`src/rtl/rc_pulse_width_capture_top_defines.svh`:
```
// Assertion macros shared by the pulse width capture RTL.
// Each macro expects clk and rst_n in the scope where it is used.
`ifndef RC_PULSE_WIDTH_CAPTURE_TOP_DEFINES_SVH
`define RC_PULSE_WIDTH_CAPTURE_TOP_DEFINES_SVH

// Same-cycle implication, checked outside reset.
`define RCPW_ASSERT_IMP(lbl, ante, cons, msg) \
    lbl: assert property (@(posedge clk) disable iff (!rst_n) (ante) |-> (cons)) \
        else $error(msg);

// Next-cycle implication, checked outside reset.
`define RCPW_ASSERT_NXT(lbl, ante, cons, msg) \
    lbl: assert property (@(posedge clk) disable iff (!rst_n) (ante) |=> (cons)) \
        else $error(msg);

`endif

```
`src/rtl/rcpw_pkg.sv`:
```
// Shared types, field widths and codes for the pulse width capture block.
// No dependencies; every RTL .sv file other than this one uses this package.
`default_nettype none

package rcpw_pkg;

    // Field and register widths
    localparam int ACT_W       = 2;
    localparam int CH_FIELD_W  = 2;
    localparam int CAP_W       = 32;
    localparam int STATUS_W    = 2;
    localparam int PW_W        = 32;
    localparam int ENABLE_W    = 4;
    localparam int PERIOD_W    = 32;
    localparam int SHIFT_CFG_W = 4;
    localparam int WRAP_W      = 16;
    localparam int AVG_W       = 48;
    localparam int CFG_INDEX_W = 2;
    localparam int CFG_DATA_W  = 32;

    // Defaults for top-level parameters, and the command queue depth
    localparam int NUM_CHANNELS_DEF = 4;
    localparam int FRAC_BITS_DEF    = 14;
    localparam int QUEUE_DEPTH      = 2;

    // Register reset values
    localparam logic [ENABLE_W-1:0]    ENABLE_RST = '0;
    localparam logic [PERIOD_W-1:0]    PERIOD_RST = 32'd599999;
    localparam logic [SHIFT_CFG_W-1:0] SHIFT_RST  = 4'd4;

    // Register indexes
    localparam logic [CFG_INDEX_W-1:0] CFG_ENABLE = 2'd0;
    localparam logic [CFG_INDEX_W-1:0] CFG_PERIOD = 2'd1;
    localparam logic [CFG_INDEX_W-1:0] CFG_SHIFT  = 2'd2;

    // Action codes of an input transaction
    localparam logic [ACT_W-1:0] ACT_TICK    = 2'd0;
    localparam logic [ACT_W-1:0] ACT_CAPTURE = 2'd1;
    localparam logic [ACT_W-1:0] ACT_READ    = 2'd2;
    localparam logic [ACT_W-1:0] ACT_NONE    = 2'd3;

    // Result status codes
    localparam logic [STATUS_W-1:0] STAT_OK        = 2'd0;
    localparam logic [STATUS_W-1:0] STAT_DISABLED  = 2'd1;
    localparam logic [STATUS_W-1:0] STAT_BAD_LEVEL = 2'd2;

    // Classified operation handed from front to back
    typedef enum logic [2:0] {
        OP_TICK     = 3'd0,
        OP_CAPTURE  = 3'd1,
        OP_READ     = 3'd2,
        OP_NOP      = 3'd3,
        OP_DISABLED = 3'd4
    } op_t;

    typedef struct packed {
        op_t                   op;
        logic [CH_FIELD_W-1:0] channel;
        logic                  level;
        logic [CAP_W-1:0]      capture_value;
        logic                  wrap_same_irq;
    } cmd_t;

    typedef struct packed {
        logic [ENABLE_W-1:0]    channel_enable;
        logic [PERIOD_W-1:0]    timer_period;
        logic [SHIFT_CFG_W-1:0] avg_shift;
    } cfg_t;

endpackage

`default_nettype wire

```
`src/rtl/rcpw_if.sv`:
```
// Valid/ready channel interfaces for input items and results.
// Depends on rcpw_pkg for field widths.
`default_nettype none

interface rcpw_item_if;
    logic                              valid;
    logic                              ready;
    logic [rcpw_pkg::ACT_W-1:0]        action;
    logic [rcpw_pkg::CH_FIELD_W-1:0]   channel;
    logic                              level;
    logic [rcpw_pkg::CAP_W-1:0]        capture_value;
    logic                              wrap_same_irq;

    modport source (output valid, action, channel, level, capture_value, wrap_same_irq,
                    input ready);
    modport sink   (input valid, action, channel, level, capture_value, wrap_same_irq,
                    output ready);
endinterface

interface rcpw_result_if;
    logic                              valid;
    logic                              ready;
    logic [rcpw_pkg::STATUS_W-1:0]     status;
    logic signed [rcpw_pkg::PW_W-1:0]  pulse_width;

    modport source (output valid, status, pulse_width, input ready);
    modport sink   (input valid, status, pulse_width, output ready);
endinterface

`default_nettype wire

```
`src/rtl/rcpw_cmd_fifo.sv`:
```
// Small command queue between the classifier front end and the execution back end.
// Depends on rcpw_pkg (cmd_t) and the assertion macro header.
`default_nettype none
`include "rc_pulse_width_capture_top_defines.svh"

module rcpw_cmd_fifo #(
    parameter int DEPTH = rcpw_pkg::QUEUE_DEPTH
) (
    input  wire logic          clk,
    input  wire logic          rst_n,
    input  wire logic          push,
    input  rcpw_pkg::cmd_t     push_cmd,
    input  wire logic          pop,
    output rcpw_pkg::cmd_t     head,
    output logic               empty,
    output logic               full
);
    import rcpw_pkg::*;

    localparam int PTR_W   = (DEPTH > 1) ? $clog2(DEPTH) : 1;
    localparam int COUNT_W = $clog2(DEPTH + 1);

    cmd_t               mem_reg [DEPTH];
    logic [PTR_W-1:0]   wr_ptr_reg, wr_ptr_next;
    logic [PTR_W-1:0]   rd_ptr_reg, rd_ptr_next;
    logic [COUNT_W-1:0] count_reg, count_next;

    assign empty = (count_reg == '0);
    assign full  = (count_reg == COUNT_W'(DEPTH));
    assign head  = mem_reg[rd_ptr_reg];

    // Pointer and occupancy update
    always_comb
    begin
        wr_ptr_next = wr_ptr_reg;
        rd_ptr_next = rd_ptr_reg;
        count_next  = count_reg;
        if (push)
        begin
            wr_ptr_next = (wr_ptr_reg == PTR_W'(DEPTH - 1)) ? '0 : wr_ptr_reg + PTR_W'(1);
        end
        if (pop)
        begin
            rd_ptr_next = (rd_ptr_reg == PTR_W'(DEPTH - 1)) ? '0 : rd_ptr_reg + PTR_W'(1);
        end
        if (push && !pop)
        begin
            count_next = count_reg + COUNT_W'(1);
        end
        else if (pop && !push)
        begin
            count_next = count_reg - COUNT_W'(1);
        end
    end

    always_ff @(posedge clk or negedge rst_n)
    begin
        if (!rst_n)
        begin
            wr_ptr_reg <= '0;
            rd_ptr_reg <= '0;
            count_reg  <= '0;
        end
        else
        begin
            wr_ptr_reg <= wr_ptr_next;
            rd_ptr_reg <= rd_ptr_next;
            count_reg  <= count_next;
        end
    end

    // Entry storage, no reset needed
    always_ff @(posedge clk)
    begin
        if (push)
        begin
            mem_reg[wr_ptr_reg] <= push_cmd;
        end
    end

    `RCPW_ASSERT_IMP(a_count_bound, 1'b1, count_reg <= COUNT_W'(DEPTH), "queue overfilled")
    `RCPW_ASSERT_IMP(a_no_push_full, full, !push, "push into full queue")
    `RCPW_ASSERT_IMP(a_no_pop_empty, pop, !empty, "pop from empty queue")

endmodule

`default_nettype wire

```
`src/rtl/rcpw_front.sv`:
```
// Front end: accepts input transactions, checks channel enable and classifies them.
// Depends on rcpw_pkg and rcpw_item_if; feeds rcpw_cmd_fifo.
`default_nettype none

module rcpw_front #(
    parameter int NUM_CHANNELS = rcpw_pkg::NUM_CHANNELS_DEF
) (
    rcpw_item_if.sink          item,
    input  rcpw_pkg::cfg_t     cfg,
    input  wire logic          queue_full,
    output logic               push,
    output rcpw_pkg::cmd_t     push_cmd
);
    import rcpw_pkg::*;

    logic ch_enabled;

    assign item.ready = !queue_full;
    assign push       = item.valid && !queue_full;

    // A channel beyond the built count is treated as disabled
    assign ch_enabled = (int'(item.channel) < NUM_CHANNELS) &&
                        cfg.channel_enable[item.channel];

    // Classify the transaction
    always_comb
    begin
        push_cmd.channel       = item.channel;
        push_cmd.level         = item.level;
        push_cmd.capture_value = item.capture_value;
        push_cmd.wrap_same_irq = item.wrap_same_irq;
        unique case (item.action)
            ACT_TICK:    push_cmd.op = OP_TICK;
            ACT_CAPTURE: push_cmd.op = ch_enabled ? OP_CAPTURE : OP_DISABLED;
            ACT_READ:    push_cmd.op = ch_enabled ? OP_READ : OP_DISABLED;
            ACT_NONE:    push_cmd.op = OP_NOP;
            default:     push_cmd.op = OP_NOP;
        endcase
    end

endmodule

`default_nettype wire

```
`src/rtl/rcpw_back.sv`:
```
// Back end: per-channel state, width arithmetic, averaging and the result register.
// Depends on rcpw_pkg, rcpw_result_if and the assertion macro header.
`default_nettype none
`include "rc_pulse_width_capture_top_defines.svh"

module rcpw_back #(
    parameter int NUM_CHANNELS = rcpw_pkg::NUM_CHANNELS_DEF,
    parameter int FRAC_BITS    = rcpw_pkg::FRAC_BITS_DEF
) (
    input  wire logic          clk,
    input  wire logic          rst_n,
    input  rcpw_pkg::cfg_t     cfg,
    input  rcpw_pkg::cmd_t     head,
    input  wire logic          empty,
    output logic               pop,
    rcpw_result_if.source      result
);
    import rcpw_pkg::*;

    localparam int CH_IDX_W = (NUM_CHANNELS > 1) ? $clog2(NUM_CHANNELS) : 1;
    localparam int INT_W    = AVG_W - FRAC_BITS;
    localparam int WRAPS_W  = WRAP_W + 1;
    localparam int PROD_W   = WRAPS_W + PERIOD_W + 1;
    localparam int SUM_W    = PROD_W + 2;
    localparam int FOLD_W   = AVG_W + 2;
    localparam int SHIFT_W  = $clog2(FRAC_BITS + 1);

    localparam logic signed [SUM_W-1:0] W_MAX =
        {{(SUM_W - INT_W + 1){1'b0}}, {(INT_W - 1){1'b1}}};
    localparam logic signed [SUM_W-1:0] W_MIN = ~W_MAX;
    localparam logic signed [FOLD_W-1:0] A_MAX =
        {{(FOLD_W - AVG_W + 1){1'b0}}, {(AVG_W - 1){1'b1}}};
    localparam logic signed [FOLD_W-1:0] A_MIN = ~A_MAX;
    localparam logic signed [AVG_W-1:0] RD_MAX =
        {{(AVG_W - PW_W + 1){1'b0}}, {(PW_W - 1){1'b1}}};
    localparam logic signed [AVG_W-1:0] RD_MIN = ~RD_MAX;

    typedef enum logic [3:0] {
        ST_IDLE  = 4'b0001,
        ST_MUL   = 4'b0010,
        ST_WIDTH = 4'b0100,
        ST_AVG   = 4'b1000
    } state_t;

    state_t state_reg, state_next;

    // Per-channel state
    logic                    last_level_reg [NUM_CHANNELS];
    logic                    last_level_next [NUM_CHANNELS];
    logic [CAP_W-1:0]        rise_reg [NUM_CHANNELS];
    logic [CAP_W-1:0]        rise_next [NUM_CHANNELS];
    logic signed [AVG_W-1:0] avg_reg [NUM_CHANNELS];
    logic signed [AVG_W-1:0] avg_next [NUM_CHANNELS];
    logic [WRAP_W-1:0]       wrap_reg [NUM_CHANNELS];
    logic [WRAP_W-1:0]       wrap_next [NUM_CHANNELS];

    // Capture pipeline payload
    cmd_t                      cmd_reg, cmd_next;
    logic signed [WRAPS_W-1:0] wraps_reg, wraps_next;
    logic signed [PROD_W-1:0]  prod_reg, prod_next;
    logic signed [INT_W-1:0]   width_reg, width_next;

    // Result register
    logic                    res_valid_reg, res_valid_next;
    logic [STATUS_W-1:0]     res_status_reg, res_status_next;
    logic signed [PW_W-1:0]  res_pw_reg, res_pw_next;

    logic                      out_free;
    logic [CH_IDX_W-1:0]       head_idx, cur_idx;
    logic                      late_capture;
    logic signed [WRAPS_W-1:0] wraps_head;
    logic signed [PROD_W-1:0]  prod_calc;
    logic signed [SUM_W-1:0]   prod_ext, cap_ext, rise_ext, sum_calc;
    logic signed [INT_W-1:0]   width_calc;
    logic [SHIFT_W-1:0]        shift_eff, up_shift;
    logic signed [FOLD_W-1:0]  avg_ext, width_ext, fold_calc;
    logic signed [AVG_W-1:0]   fold_sat, load_val, rd_int;
    logic signed [PW_W-1:0]    rd_sat;
    logic                      prev_level;

    assign result.valid       = res_valid_reg;
    assign result.status      = res_status_reg;
    assign result.pulse_width = res_pw_reg;

    assign out_free = !res_valid_reg || result.ready;
    assign head_idx = CH_IDX_W'(head.channel);
    assign cur_idx  = CH_IDX_W'(cmd_reg.channel);

    // A capture is popped without waiting for the result slot; other ops need the result slot
    assign pop = (state_reg == ST_IDLE) && !empty &&
                 ((head.op == OP_CAPTURE) || out_free);

    // Wrap correction: a wrap in the same interrupt that lands after the capture
    assign late_capture = head.wrap_same_irq &&
                          (head.capture_value > (cfg.timer_period >> 1));
    assign wraps_head   = $signed({1'b0, wrap_reg[head_idx]}) -
                          $signed({{(WRAPS_W - 1){1'b0}}, late_capture});

    // wraps * period
    assign prod_calc = PROD_W'(wraps_reg) * PROD_W'($signed({1'b0, cfg.timer_period}));

    // width = wraps * period + capture - start, saturated to the integer range
    assign prod_ext = {{(SUM_W - PROD_W){prod_reg[PROD_W-1]}}, prod_reg};
    assign cap_ext  = {{(SUM_W - CAP_W){1'b0}}, cmd_reg.capture_value};
    assign rise_ext = {{(SUM_W - CAP_W){1'b0}}, rise_reg[cur_idx]};
    assign sum_calc = prod_ext + cap_ext - rise_ext;

    always_comb
    begin
        if (sum_calc > W_MAX)
        begin
            width_calc = W_MAX[INT_W-1:0];
        end
        else if (sum_calc < W_MIN)
        begin
            width_calc = W_MIN[INT_W-1:0];
        end
        else
        begin
            width_calc = sum_calc[INT_W-1:0];
        end
    end

    // Exponential average fold
    assign shift_eff = (int'(cfg.avg_shift) > FRAC_BITS) ? SHIFT_W'(FRAC_BITS)
                                                         : SHIFT_W'(cfg.avg_shift);
    assign up_shift  = SHIFT_W'(FRAC_BITS) - shift_eff;
    assign avg_ext   = {{(FOLD_W - AVG_W){avg_reg[cur_idx][AVG_W-1]}}, avg_reg[cur_idx]};
    assign width_ext = {{(FOLD_W - INT_W){width_reg[INT_W-1]}}, width_reg};
    assign fold_calc = avg_ext - (avg_ext >>> shift_eff) + (width_ext <<< up_shift);
    assign load_val  = AVG_W'(width_ext <<< FRAC_BITS);

    always_comb
    begin
        if (fold_calc > A_MAX)
        begin
            fold_sat = A_MAX[AVG_W-1:0];
        end
        else if (fold_calc < A_MIN)
        begin
            fold_sat = A_MIN[AVG_W-1:0];
        end
        else
        begin
            fold_sat = fold_calc[AVG_W-1:0];
        end
    end

    // Read: integer part of the average, saturated to 32 bits
    assign rd_int = avg_reg[head_idx] >>> FRAC_BITS;

    always_comb
    begin
        if (rd_int > RD_MAX)
        begin
            rd_sat = RD_MAX[PW_W-1:0];
        end
        else if (rd_int < RD_MIN)
        begin
            rd_sat = RD_MIN[PW_W-1:0];
        end
        else
        begin
            rd_sat = rd_int[PW_W-1:0];
        end
    end

    assign prev_level = last_level_reg[cur_idx];

    // Sequencer and state update
    always_comb
    begin
        state_next      = state_reg;
        last_level_next = last_level_reg;
        rise_next       = rise_reg;
        avg_next        = avg_reg;
        wrap_next       = wrap_reg;
        cmd_next        = cmd_reg;
        wraps_next      = wraps_reg;
        prod_next       = prod_reg;
        width_next      = width_reg;
        res_valid_next  = res_valid_reg;
        res_status_next = res_status_reg;
        res_pw_next     = res_pw_reg;

        if (result.ready)
        begin
            res_valid_next = 1'b0;
        end

        unique case (state_reg)
            ST_IDLE:
            begin
                if (pop)
                begin
                    if (head.op == OP_CAPTURE)
                    begin
                        cmd_next   = head;
                        wraps_next = wraps_head;
                        state_next = ST_MUL;
                    end
                    else
                    begin
                        res_valid_next  = 1'b1;
                        res_status_next = STAT_OK;
                        res_pw_next     = '0;
                        case (head.op)
                            OP_TICK:
                            begin
                                for (int c = 0; c < NUM_CHANNELS; c++)
                                begin
                                    if (wrap_reg[c] != '1)
                                    begin
                                        wrap_next[c] = wrap_reg[c] + WRAP_W'(1);
                                    end
                                end
                            end
                            OP_READ:     res_pw_next     = rd_sat;
                            OP_DISABLED: res_status_next = STAT_DISABLED;
                            default:     res_status_next = STAT_OK;
                        endcase
                    end
                end
            end
            ST_MUL:
            begin
                prod_next  = prod_calc;
                state_next = ST_WIDTH;
            end
            ST_WIDTH:
            begin
                width_next = width_calc;
                state_next = ST_AVG;
            end
            ST_AVG:
            begin
                if (out_free)
                begin
                    res_valid_next  = 1'b1;
                    res_status_next = STAT_OK;
                    res_pw_next     = '0;
                    if (!prev_level && cmd_reg.level)
                    begin
                        rise_next[cur_idx] = cmd_reg.capture_value;
                    end
                    else if (prev_level && !cmd_reg.level)
                    begin
                        if (avg_reg[cur_idx] == '0)
                        begin
                            avg_next[cur_idx] = load_val;
                        end
                        else if (width_reg > INT_W'(0))
                        begin
                            avg_next[cur_idx] = fold_sat;
                        end
                    end
                    else
                    begin
                        res_status_next = STAT_BAD_LEVEL;
                    end
                    wrap_next[cur_idx]       = '0;
                    last_level_next[cur_idx] = cmd_reg.level;
                    state_next               = ST_IDLE;
                end
            end
            default:
            begin
                state_next = ST_IDLE;
            end
        endcase
    end

    // Control and channel state
    always_ff @(posedge clk or negedge rst_n)
    begin
        if (!rst_n)
        begin
            state_reg     <= ST_IDLE;
            res_valid_reg <= 1'b0;
            for (int c = 0; c < NUM_CHANNELS; c++)
            begin
                last_level_reg[c] <= 1'b1;
                rise_reg[c]       <= '0;
                avg_reg[c]        <= '0;
                wrap_reg[c]       <= '0;
            end
        end
        else
        begin
            state_reg      <= state_next;
            res_valid_reg  <= res_valid_next;
            last_level_reg <= last_level_next;
            rise_reg       <= rise_next;
            avg_reg        <= avg_next;
            wrap_reg       <= wrap_next;
        end
    end

    // Payload registers
    always_ff @(posedge clk)
    begin
        cmd_reg        <= cmd_next;
        wraps_reg      <= wraps_next;
        prod_reg       <= prod_next;
        width_reg      <= width_next;
        res_status_reg <= res_status_next;
        res_pw_reg     <= res_pw_next;
    end

    `RCPW_ASSERT_IMP(a_busy_is_capture, state_reg != ST_IDLE, cmd_reg.op == OP_CAPTURE, "capture sequence running a non-capture op")
    `RCPW_ASSERT_NXT(a_quick_op_result, pop && (head.op != OP_CAPTURE), res_valid_reg, "quick op did not load a result")
    `RCPW_ASSERT_NXT(a_capture_done, (state_reg == ST_AVG) && out_free, (state_reg == ST_IDLE) && res_valid_reg, "capture finish did not return to idle with a result")

endmodule

`default_nettype wire

```
`src/rtl/rc_pulse_width_capture_top.sv`:
```
// Timing: an accepted item is written into the queue; a tick, read, unused or disabled item
// is popped once the result register is free and loads it; a capture passes the multiply,
// width and average steps and loads its result in the average step once the register is free.
// While a capture is worked on, no item is popped, but the 2-entry queue still accepts items.
// Reset: levels read high, counts and averages zero, registers at defaults; no clearing pass.
`default_nettype none

module rc_pulse_width_capture_top #(
    parameter int NUM_CHANNELS = rcpw_pkg::NUM_CHANNELS_DEF,
    parameter int FRAC_BITS    = rcpw_pkg::FRAC_BITS_DEF
) (
    input  wire logic                              clk,
    input  wire logic                              rst_n,
    input  wire logic                              cfg_we,
    input  wire logic [rcpw_pkg::CFG_INDEX_W-1:0]  cfg_index,
    input  wire logic [rcpw_pkg::CFG_DATA_W-1:0]   cfg_data,
    rcpw_item_if.sink                              item,
    rcpw_result_if.source                          result
);
    import rcpw_pkg::*;

    cfg_t cfg_reg, cfg_next;
    logic queue_full, queue_empty, push, pop;
    cmd_t push_cmd, head;

    // Configuration registers
    always_comb
    begin
        cfg_next = cfg_reg;
        if (cfg_we)
        begin
            unique case (cfg_index)
                CFG_ENABLE: cfg_next.channel_enable = cfg_data[ENABLE_W-1:0];
                CFG_PERIOD: cfg_next.timer_period   = cfg_data[PERIOD_W-1:0];
                CFG_SHIFT:  cfg_next.avg_shift      = cfg_data[SHIFT_CFG_W-1:0];
                default:    cfg_next = cfg_reg;
            endcase
        end
    end

    always_ff @(posedge clk or negedge rst_n)
    begin
        if (!rst_n)
        begin
            cfg_reg.channel_enable <= ENABLE_RST;
            cfg_reg.timer_period   <= PERIOD_RST;
            cfg_reg.avg_shift      <= SHIFT_RST;
        end
        else
        begin
            cfg_reg <= cfg_next;
        end
    end

    rcpw_front #(
        .NUM_CHANNELS (NUM_CHANNELS)
    ) u_front (
        .item       (item),
        .cfg        (cfg_reg),
        .queue_full (queue_full),
        .push       (push),
        .push_cmd   (push_cmd)
    );

    rcpw_cmd_fifo #(
        .DEPTH (QUEUE_DEPTH)
    ) u_queue (
        .clk      (clk),
        .rst_n    (rst_n),
        .push     (push),
        .push_cmd (push_cmd),
        .pop      (pop),
        .head     (head),
        .empty    (queue_empty),
        .full     (queue_full)
    );

    rcpw_back #(
        .NUM_CHANNELS (NUM_CHANNELS),
        .FRAC_BITS    (FRAC_BITS)
    ) u_back (
        .clk    (clk),
        .rst_n  (rst_n),
        .cfg    (cfg_reg),
        .head   (head),
        .empty  (queue_empty),
        .pop    (pop),
        .result (result)
    );

endmodule

`default_nettype wire

```
`src/flat_wrapper.sv`:
```
// flat-port wrapper written by rule: the top's interface ports become plain ports
module rc_pulse_width_capture_top_flat import rcpw_pkg::*;
#(
    parameter int NUM_CHANNELS = rcpw_pkg::NUM_CHANNELS_DEF,
    parameter int FRAC_BITS    = rcpw_pkg::FRAC_BITS_DEF
)
  (clk, rst_n, cfg_we, cfg_index, cfg_data, item_valid, item_action, item_channel, item_level, item_capture_value, item_wrap_same_irq, item_ready, result_valid, result_status, result_pulse_width, result_ready);
  rcpw_item_if item_i ();
  rcpw_result_if result_i ();
  input  wire logic clk;
  input  wire logic rst_n;
  input  wire logic cfg_we;
  input  wire logic [rcpw_pkg::CFG_INDEX_W-1:0] cfg_index;
  input  wire logic [rcpw_pkg::CFG_DATA_W-1:0] cfg_data;
  input wire logic [$bits(item_i.valid)-1:0] item_valid;
  input wire logic [$bits(item_i.action)-1:0] item_action;
  input wire logic [$bits(item_i.channel)-1:0] item_channel;
  input wire logic [$bits(item_i.level)-1:0] item_level;
  input wire logic [$bits(item_i.capture_value)-1:0] item_capture_value;
  input wire logic [$bits(item_i.wrap_same_irq)-1:0] item_wrap_same_irq;
  output wire logic [$bits(item_i.ready)-1:0] item_ready;
  output wire logic [$bits(result_i.valid)-1:0] result_valid;
  output wire logic [$bits(result_i.status)-1:0] result_status;
  output wire logic [$bits(result_i.pulse_width)-1:0] result_pulse_width;
  input wire logic [$bits(result_i.ready)-1:0] result_ready;
  assign item_i.valid = item_valid;
  assign item_i.action = item_action;
  assign item_i.channel = item_channel;
  assign item_i.level = item_level;
  assign item_i.capture_value = item_capture_value;
  assign item_i.wrap_same_irq = item_wrap_same_irq;
  assign item_ready = item_i.ready;
  assign result_valid = result_i.valid;
  assign result_status = result_i.status;
  assign result_pulse_width = result_i.pulse_width;
  assign result_i.ready = result_ready;
  rc_pulse_width_capture_top #(.NUM_CHANNELS(NUM_CHANNELS), .FRAC_BITS(FRAC_BITS)) u_core (.clk(clk), .rst_n(rst_n), .cfg_we(cfg_we), .cfg_index(cfg_index), .cfg_data(cfg_data), .item(item_i), .result(result_i));
endmodule
```
`config.mk`:
```
export PLATFORM = sky130hd
export DESIGN_NAME = rc_pulse_width_capture_top_flat
export DESIGN_NICKNAME = d
export VERILOG_FILES = /design/src/rtl/rcpw_pkg.sv /design/src/rtl/rcpw_if.sv /design/src/rtl/rcpw_cmd_fifo.sv /design/src/rtl/rcpw_front.sv /design/src/rtl/rcpw_back.sv /design/src/rtl/rc_pulse_width_capture_top.sv /design/src/flat_wrapper.sv
export VERILOG_INCLUDE_DIRS = /design/src /design/src/rtl
export SDC_FILE = /design/constraint.sdc
export NUM_CORES = 2
export LEC_CHECK = 0
export BUFFER_PORTS_ARGS = -buffer_cell sky130_fd_sc_hd__buf_2
export CORE_MARGIN = 4
export CORE_UTILIZATION = 67
export CTS_BUF_LIST = sky130_fd_sc_hd__clkbuf_8 sky130_fd_sc_hd__clkbuf_16
export CTS_CLUSTER_DIAMETER = 80
export DETAILED_ROUTE_END_ITERATION = 10
export GPL_ROUTABILITY_DRIVEN = 1
export GPL_TIMING_DRIVEN = 0
export PLACE_DENSITY = 0.81
export SYNTH_ARGS = -nofsm -noshare
export SYNTH_HDL_FRONTEND = slang
export SYNTH_HIERARCHICAL = 1
export SYNTH_SLANG_ARGS = --single-unit
```
`constraint.sdc`:
```
create_clock -name clk -period 17.9 [get_ports clk]
set_input_delay 1.79 -clock clk [delete_from_list [all_inputs] [get_ports clk]]
set_output_delay 1.79 -clock clk [all_outputs]
set_load 0.02 [all_outputs]
```
* Yosys cells after proc, flatten, opt, wreduce, memory -nomap -nowiden *
Memory sizes are Yosys's and may differ from the RTL's.
Cells that the tools add are included.

operators by class
  add/subtract/negate cells = 14
  multiply operators = 1
  order comparisons = 13
  equal/unequal tests = 26
  shift-type cells = 2
  muxes and demuxes = 76
  bitwise operators = 5
  reductions and logical operators = 39

operators by type and width
  cell                                                                               count
  192-bit bitwise mux                                                                2
  192-bit 2-to-1 mux                                                                 2
  48-bit 2-to-1 mux                                                                  7
  32-bit 2-to-1 mux                                                                  9
  64-bit 2-to-1 mux                                                                  4
  48-bit binary-select mux with 2-bit select                                         2
  128-bit bitwise mux                                                                1
  64-bit case mux with 2 select lines                                                1
  16-bit 2-to-1 mux                                                                  7
  48-bit demux with 2-bit select                                                     1
  16-bit by 1-bit adder with 16-bit output, second input constant                    4
  64-bit bitwise AND                                                                 1
  32-bit binary-select mux with 2-bit select                                         1
  32-bit demux with 2-bit select                                                     1
  16-bit != test, second input constant                                              4
  64-bit NOT                                                                         1
  32-bit case mux with 2 select lines                                                1
  52-bit by 34-bit greater-than comparator with 1-bit output, second input constant  1
  52-bit by 34-bit less-than comparator with 1-bit output, second input constant     1
  51-bit by 33-bit subtractor with 52-bit output                                     1
  50-bit by 33-bit adder with 51-bit output                                          1
  50-bit adder                                                                       1
  50-bit by 48-bit greater-than comparator with 1-bit output, second input constant  1
  50-bit by 48-bit less-than comparator with 1-bit output, second input constant     1
  other kinds (56)                                                                   120

storage, ports and cells
  bits in registers = 607
  bits in writable memories = 78
  input bits = 77
  output and inout port bits = 36
  word-level logic and storage cells = 209
  memories = 1

memory list
  name                    depth  bits a word  rd ports  clocked after Yosys merged registers in  write ports  line                 source
  u_core.u_queue.mem_reg  2      39           1         0                                        1            rcpw_cmd_fifo.sv:23  cmd_t mem_reg [DEPTH];

* Logic depth before layout (Yosys ltp) *
  depth after elaboration = 13
  mapped depth = 27
  mapped depth without buffers = 25

* Modules after synthesis *
Netlist, hierarchy kept.

by module, submodules not included
  module                      instances  cells an instance  area an instance (µm²)  seq. area each (µm²)
  rcpw_back                   1          5613               55554.5                 14945.6
  rcpw_cmd_fifo               1          137                3012.9                  2442.3
  rc_pulse_width_capture_top  1          86                 1531.5                  1018.5
  rcpw_front                  1          43                 330.3                   0.0

* Least setup slack after synthesis *
OpenSTA, ideal clock, no wires.

  path kind = reg-to-reg
  from = reg u_core.u_queue.rd_ptr_reg
  to = reg u_core.u_back.cmd_reg, in the netlist u_core/u_back/cap_ext[0], enable pin
  setup time = 0.590 ns
  arrival = 6.098 ns
  required time = 17.310 ns
  setup slack = 11.212 ns
  cell stages (with the launch flop) = 6
  buffers on the path = 1
  clock period less this slack = 6.688 ns
  path through = dfrtp_1 -> buf_6 -> mux2_2 -> nor2_1 -> nand2_1 -> nor4_1

RTL lines
  element                 line                 source
  from (decl)             rcpw_cmd_fifo.sv:25  logic [PTR_W-1:0] rd_ptr_reg, rd_ptr_next;
  from (signal assigned)  rcpw_cmd_fifo.sv:67  rd_ptr_reg <= rd_ptr_next;
  to (signal assigned)    rcpw_back.sv:302     cmd_reg <= cmd_next;
  to (decl)               rcpw_back.sv:58      cmd_t cmd_reg, cmd_next;

* Worst setup path after layout *
  from = reg u_core/cfg_reg[1] in the netlist's numbering
  to = reg u_core/u_back/avg_reg[133] in the netlist's numbering

on the way
  longest elaborated chain between the ends = 11
  elaborated cells on any way between the ends = 14
  those cells by class = add/sub: 3; order compare: 3; shift: 2; mux: 6

RTL lines
  element                                                                                                           line                                source
  from (decl)                                                                                                       rc_pulse_width_capture_top.sv:22    cfg_t cfg_reg, cfg_next;
  from (signal assigned)                                                                                            rc_pulse_width_capture_top.sv:51    cfg_reg <= cfg_next;
  4-bit greater-than comparator                                                                                     rcpw_back.sv:125                    assign shift_eff = (int'(cfg.avg_shift) > FRAC_BITS) ? SHIFT_W'(FRAC_BITS)
  4-bit 2-to-1 mux *                                                                                                rcpw_back.sv:125
  48-bit by 4-bit >>> shifter with 50-bit output or 4-bit subtractor (tied branches)                                rcpw_back.sv:130, rcpw_back.sv:127
  48-bit by 50-bit subtractor with 50-bit output or 34-bit by 4-bit <<< shifter with 50-bit output (tied branches)  rcpw_back.sv:130                    assign fold_calc = avg_ext - (avg_ext >>> shift_eff) + (width_ext <<< up_shift);
  50-bit adder *                                                                                                    rcpw_back.sv:130
  50-bit by 48-bit less-than comparator with 1-bit output                                                           rcpw_back.sv:139                    else if (fold_calc < A_MIN)
  48-bit 2-to-1 mux                                                                                                 rcpw_back.sv:139
  48-bit 2-to-1 mux *                                                                                               rcpw_back.sv:135                    if (fold_calc > A_MAX)
  192-bit bitwise mux *                                                                                             rcpw_back.sv:254                    avg_next[cur_idx] = fold_sat;
  192-bit 2-to-1 mux *                                                                                              rcpw_back.sv:252                    else if (width_reg > INT_W'(0))
  192-bit 2-to-1 mux *                                                                                              rcpw_back.sv:248                    if (avg_reg[cur_idx] == '0)
  to (signal assigned)                                                                                              rcpw_back.sv:294                    avg_reg <= avg_next;
  to (decl)                                                                                                         rcpw_back.sv:52                     logic signed [AVG_W-1:0] avg_reg [NUM_CHANNELS];

Every way passes the cells marked *; elsewhere a longest branch is shown, timed or not. The select of a mux whose other input is x is not followed.
A chain may end at the register's enable or synchronous reset.

==> impl_metrics.env <==
export IMPL_async_reset_ff_share_pct=63.8
export IMPL_cpPeakStageDelay_ps=1130
export IMPL_crit_buf_inv=7
export IMPL_placed_area_sq_um=62600
export IMPL_vias=47800
export IMPL_hold_slack_ps=481
export IMPL_ys_seq_area_share_pct=30.5
export IMPL_dr_pass1_iters=7
export IMPL_endpoint_kind="flip-flop"
export IMPL_ant_nets=0
export IMPL_die_h_um=308
export IMPL_min_period_ps=10030
export IMPL_cts_hold_buffers=0
export IMPL_max_cap_violations=0
export IMPL_fp_coreArea_sq_um=88900
export IMPL_cts_made_buffers=75
export IMPL_syn_nets=6781
export IMPL_dp_hpwl_mm=157
export IMPL_final_area_sq_um=65200
export IMPL_hp_class="flip-flop to flip-flop"
export IMPL_syn_area_per_cell_sq_um=10.3
export IMPL_grt_max_degree=126
export IMPL_gp_congestion=1.06
export IMPL_grt_pass1_wl_mm=299
export IMPL_cts_tree="yes"
export IMPL_vias_per_cell=6.56
export IMPL_drv_slew=0
export IMPL_yosys_most_used_dff="dfrtp_1"
export IMPL_final_setup_viol_count=0
export IMPL_path_cells="clkbuf_1 > nand2_1 > o21ai_1 > clkbuf_1 > buf_1 > clkbuf_1 > mux2i_1 > mux2i_1 > mux2i_1 > fa_1 > ha_1 > clkbuf_1 > nand4_1 > nor4_1 > nand2_1 > o22ai_1 > o211ai_2 > and2_1 > o21ai_1 > buf_2 > buf_2 > nand2_1 > a31oi_1 > mux2_1"
export IMPL_crit_type="flip-flop to flip-flop"
export IMPL_dieArea_sq_um=95100
export IMPL_overflow=0
export IMPL_finalSetupTns_ps=0
export IMPL_ys_ff_latch=685
export IMPL_io_pins=113
export IMPL_route_detailed_drc=0
export IMPL_synth_distinct_cells=89
export IMPL_fp_row_count=109
export IMPL_dieWidth_um=308
export IMPL_startpoint_type="flip-flop"
export IMPL_hold_violations=0
export IMPL_htree_levels=3
export IMPL_syn_to_final_growth_pct=7.89
export IMPL_io_buffers=78
export IMPL_yosys_area_top_type="fa_1"
export IMPL_track_usage_pct=42.3
export IMPL_cts_setup_buffers=0
export IMPL_fin_nets=6958
export IMPL_drt_wirelength_per_cell_um=27.4
export IMPL_final_util_pct=73.3
export IMPL_drive_gt1_share_pct=11.1
export IMPL_cts_resized=0
export IMPL_rsz0062_at_grt="false"
export IMPL_cp_required_ps=18500
export IMPL_skew_ps=42.7
export IMPL_clock_latency_ps=670
export IMPL_largest_reg_flops=192
export IMPL_synthTopCellsByArea="fa_1 (17%), dfrtp_1 (17%), edfxtp_1 (12%), ha_1 (6.1%), mux4_2 (5.0%)"
export IMPL_cp_top_family="buffers and inverters"
export IMPL_slew_headroom_pct=5.51
export IMPL_syn_area_sq_um=60400
export IMPL_fmax_mhz=99.7
export IMPL_arrival_ps=10640
export IMPL_yosysWarningCount=6
export IMPL_antenna_found_initial=10
export IMPL_initial_core_util_pct=68.0
export IMPL_tightest_slew_ps=1400
export IMPL_clk_path_buf_depth=3
export IMPL_run_status="finished clean"
export IMPL_worst_path_most_repeated_cell="clkbuf_1"
export IMPL_grt_pass1_vias=48400
export IMPL_root_buffer="clkbuf_16"
export IMPL_crit_fanout=10
export IMPL_crit_slowest_cell="a31oi_1"
export IMPL_min_period_over_period_pct=56.1
export IMPL_cts_clk_slew_worst_paths_ps=60
export IMPL_wirelength_mm=199
export IMPL_synth_top_area_share_pct=17.5
export IMPL_cts_sinks=685
export IMPL_syn_inst=5879
export IMPL_drt_initial_drc_count=5868
export IMPL_synth_edf_count=248
[per-layer routing]
metal | share of wire (%) | vias up | GRT usage, %
li1 | - | 20400 | -
met1 | 37 | 23800 | 54.2
met2 | 45 | 2909 | 65.1
met3 | 10 | 697 | 9.25
met4 | 8.5 | 4 | 28.8
met5 | 0.014 | - | 0
[cell families after synthesis]
logic type	after synthesis	synth area share, %
AND/OR/NAND/NOR	1514	11.9
adder cells (fa/ha/maj)	825	23.6
XOR/XNOR	129	1.87
buffers and inverters	1042	6.86
multiplexers	740	15.8
flip-flops	685	30.5
AO/OA/AOI/OAI	944	9.56
[final cells by class]
cell class                 instances  area [sq um]
multi-input combinational       4152         37900
fill                            6238         23700
sequential                       685         18400
inverter                         698          2620
clock buffer                      91          2130
buffer                           344          1530
tap                             1165          1460
timing repair buffer             100           658
clock inverter                    48           473
antenna                            4          10.0
[tightest hold or removal path, stage by stage, from the launching register on]
cell and delay (ps):
dfrtp_1 340, nand2_1 40, o21ai_0 60
[final timing paths]
check | endpoint | slack [ps] | start | cells past startpoint
max in group asynchronous | u_core/u_back/avg_reg[182]$_DFFE_PN0P_ | 14980 | rst_n | 3
hold / removal | u_core/u_back/avg_reg[99]$_DFFE_PN0P_ | 480 | u_core/u_back/avg_reg[99]$_DFFE_PN0P_ | 2
setup reg to reg | u_core/u_back/avg_reg[133]$_DFFE_PN0P_ | 7870 | u_core/cfg_reg[1]$_DFFE_PN0P_ | 24
min in group asynchronous | u_core/u_back/rise_reg[91]$_DFFE_PN0P_ | 1130 | rst_n | 1
hold reg to reg | u_core/u_back/avg_reg[99]$_DFFE_PN0P_ | 480 | u_core/u_back/avg_reg[99]$_DFFE_PN0P_ | 2
setup / recovery | u_core/u_back/avg_reg[133]$_DFFE_PN0P_ | 7870 | u_core/cfg_reg[1]$_DFFE_PN0P_ | 24
[cells in the final DEF (no fill, tap or decap), types with 27 or more instances in the layout]
| cell | count |
|---|---|
| o211ai_1 | 35 |
| nor4_1 | 27 |
| fa_1 | 528 |
| nor2_1 | 248 |
| nand2b_1 | 30 |
| xor2_1 | 53 |
| and3_1 | 30 |
| ha_1 | 297 |
| a21o_1 | 102 |
| nor2b_1 | 34 |
| o21ai_0 | 259 |
| clkbuf_1 | 235 |
| or3_1 | 28 |
| mux4_2 | 133 |
| nor3_1 | 45 |
| buf_4 | 57 |
| nand4_1 | 56 |
| nand2_1 | 660 |
| nand3_1 | 67 |
| mux2_1 | 162 |
| edfxtp_1 | 248 |
| o21a_1 | 34 |
| buf_1 | 27 |
| a21oi_1 | 283 |
| mux2_2 | 197 |
| mux2i_1 | 248 |
| buf_2 | 112 |
| clkbuf_16 | 78 |
| xnor2_1 | 76 |
| and2_1 | 229 |
| o21ai_1 | 32 |
| dfrtp_1 | 418 |
| inv_1 | 712 |
[through the flow]
stage          worst slack, ps  cells
3_3_place_gp              6090   7122
2_1_floorplan            11210   5879
4_1_cts                   8050   7283
6_report                  7870   7287
5_1_grt                   7700   7285
3_5_place_dp              8060   7144
[synthesized netlist by cell type (all sizes together) (30+ instances only)]
| cell type | count |
|---|---|
| nor2 | 248 |
| mux2i | 248 |
| nand3 | 67 |
| o21ai | 292 |
| fa | 528 |
| nor2b | 35 |
| ha | 297 |
| xnor2 | 76 |
| inv | 696 |
| o211ai | 36 |
| xor2 | 53 |
| and2 | 232 |
| and3 | 30 |
| o21a | 34 |
| nand2b | 30 |
| mux2 | 359 |
| a21o | 102 |
| buf | 108 |
| a21oi | 284 |
| nor3 | 45 |
| dfrtp | 418 |
| nand4 | 56 |
| nand2 | 660 |
| edfxtp | 248 |
| mux4 | 133 |
| clkbuf | 236 |
Power is not shown: default switching activity piles up to over one toggle a cycle in this logic, so the estimate is an artifact.
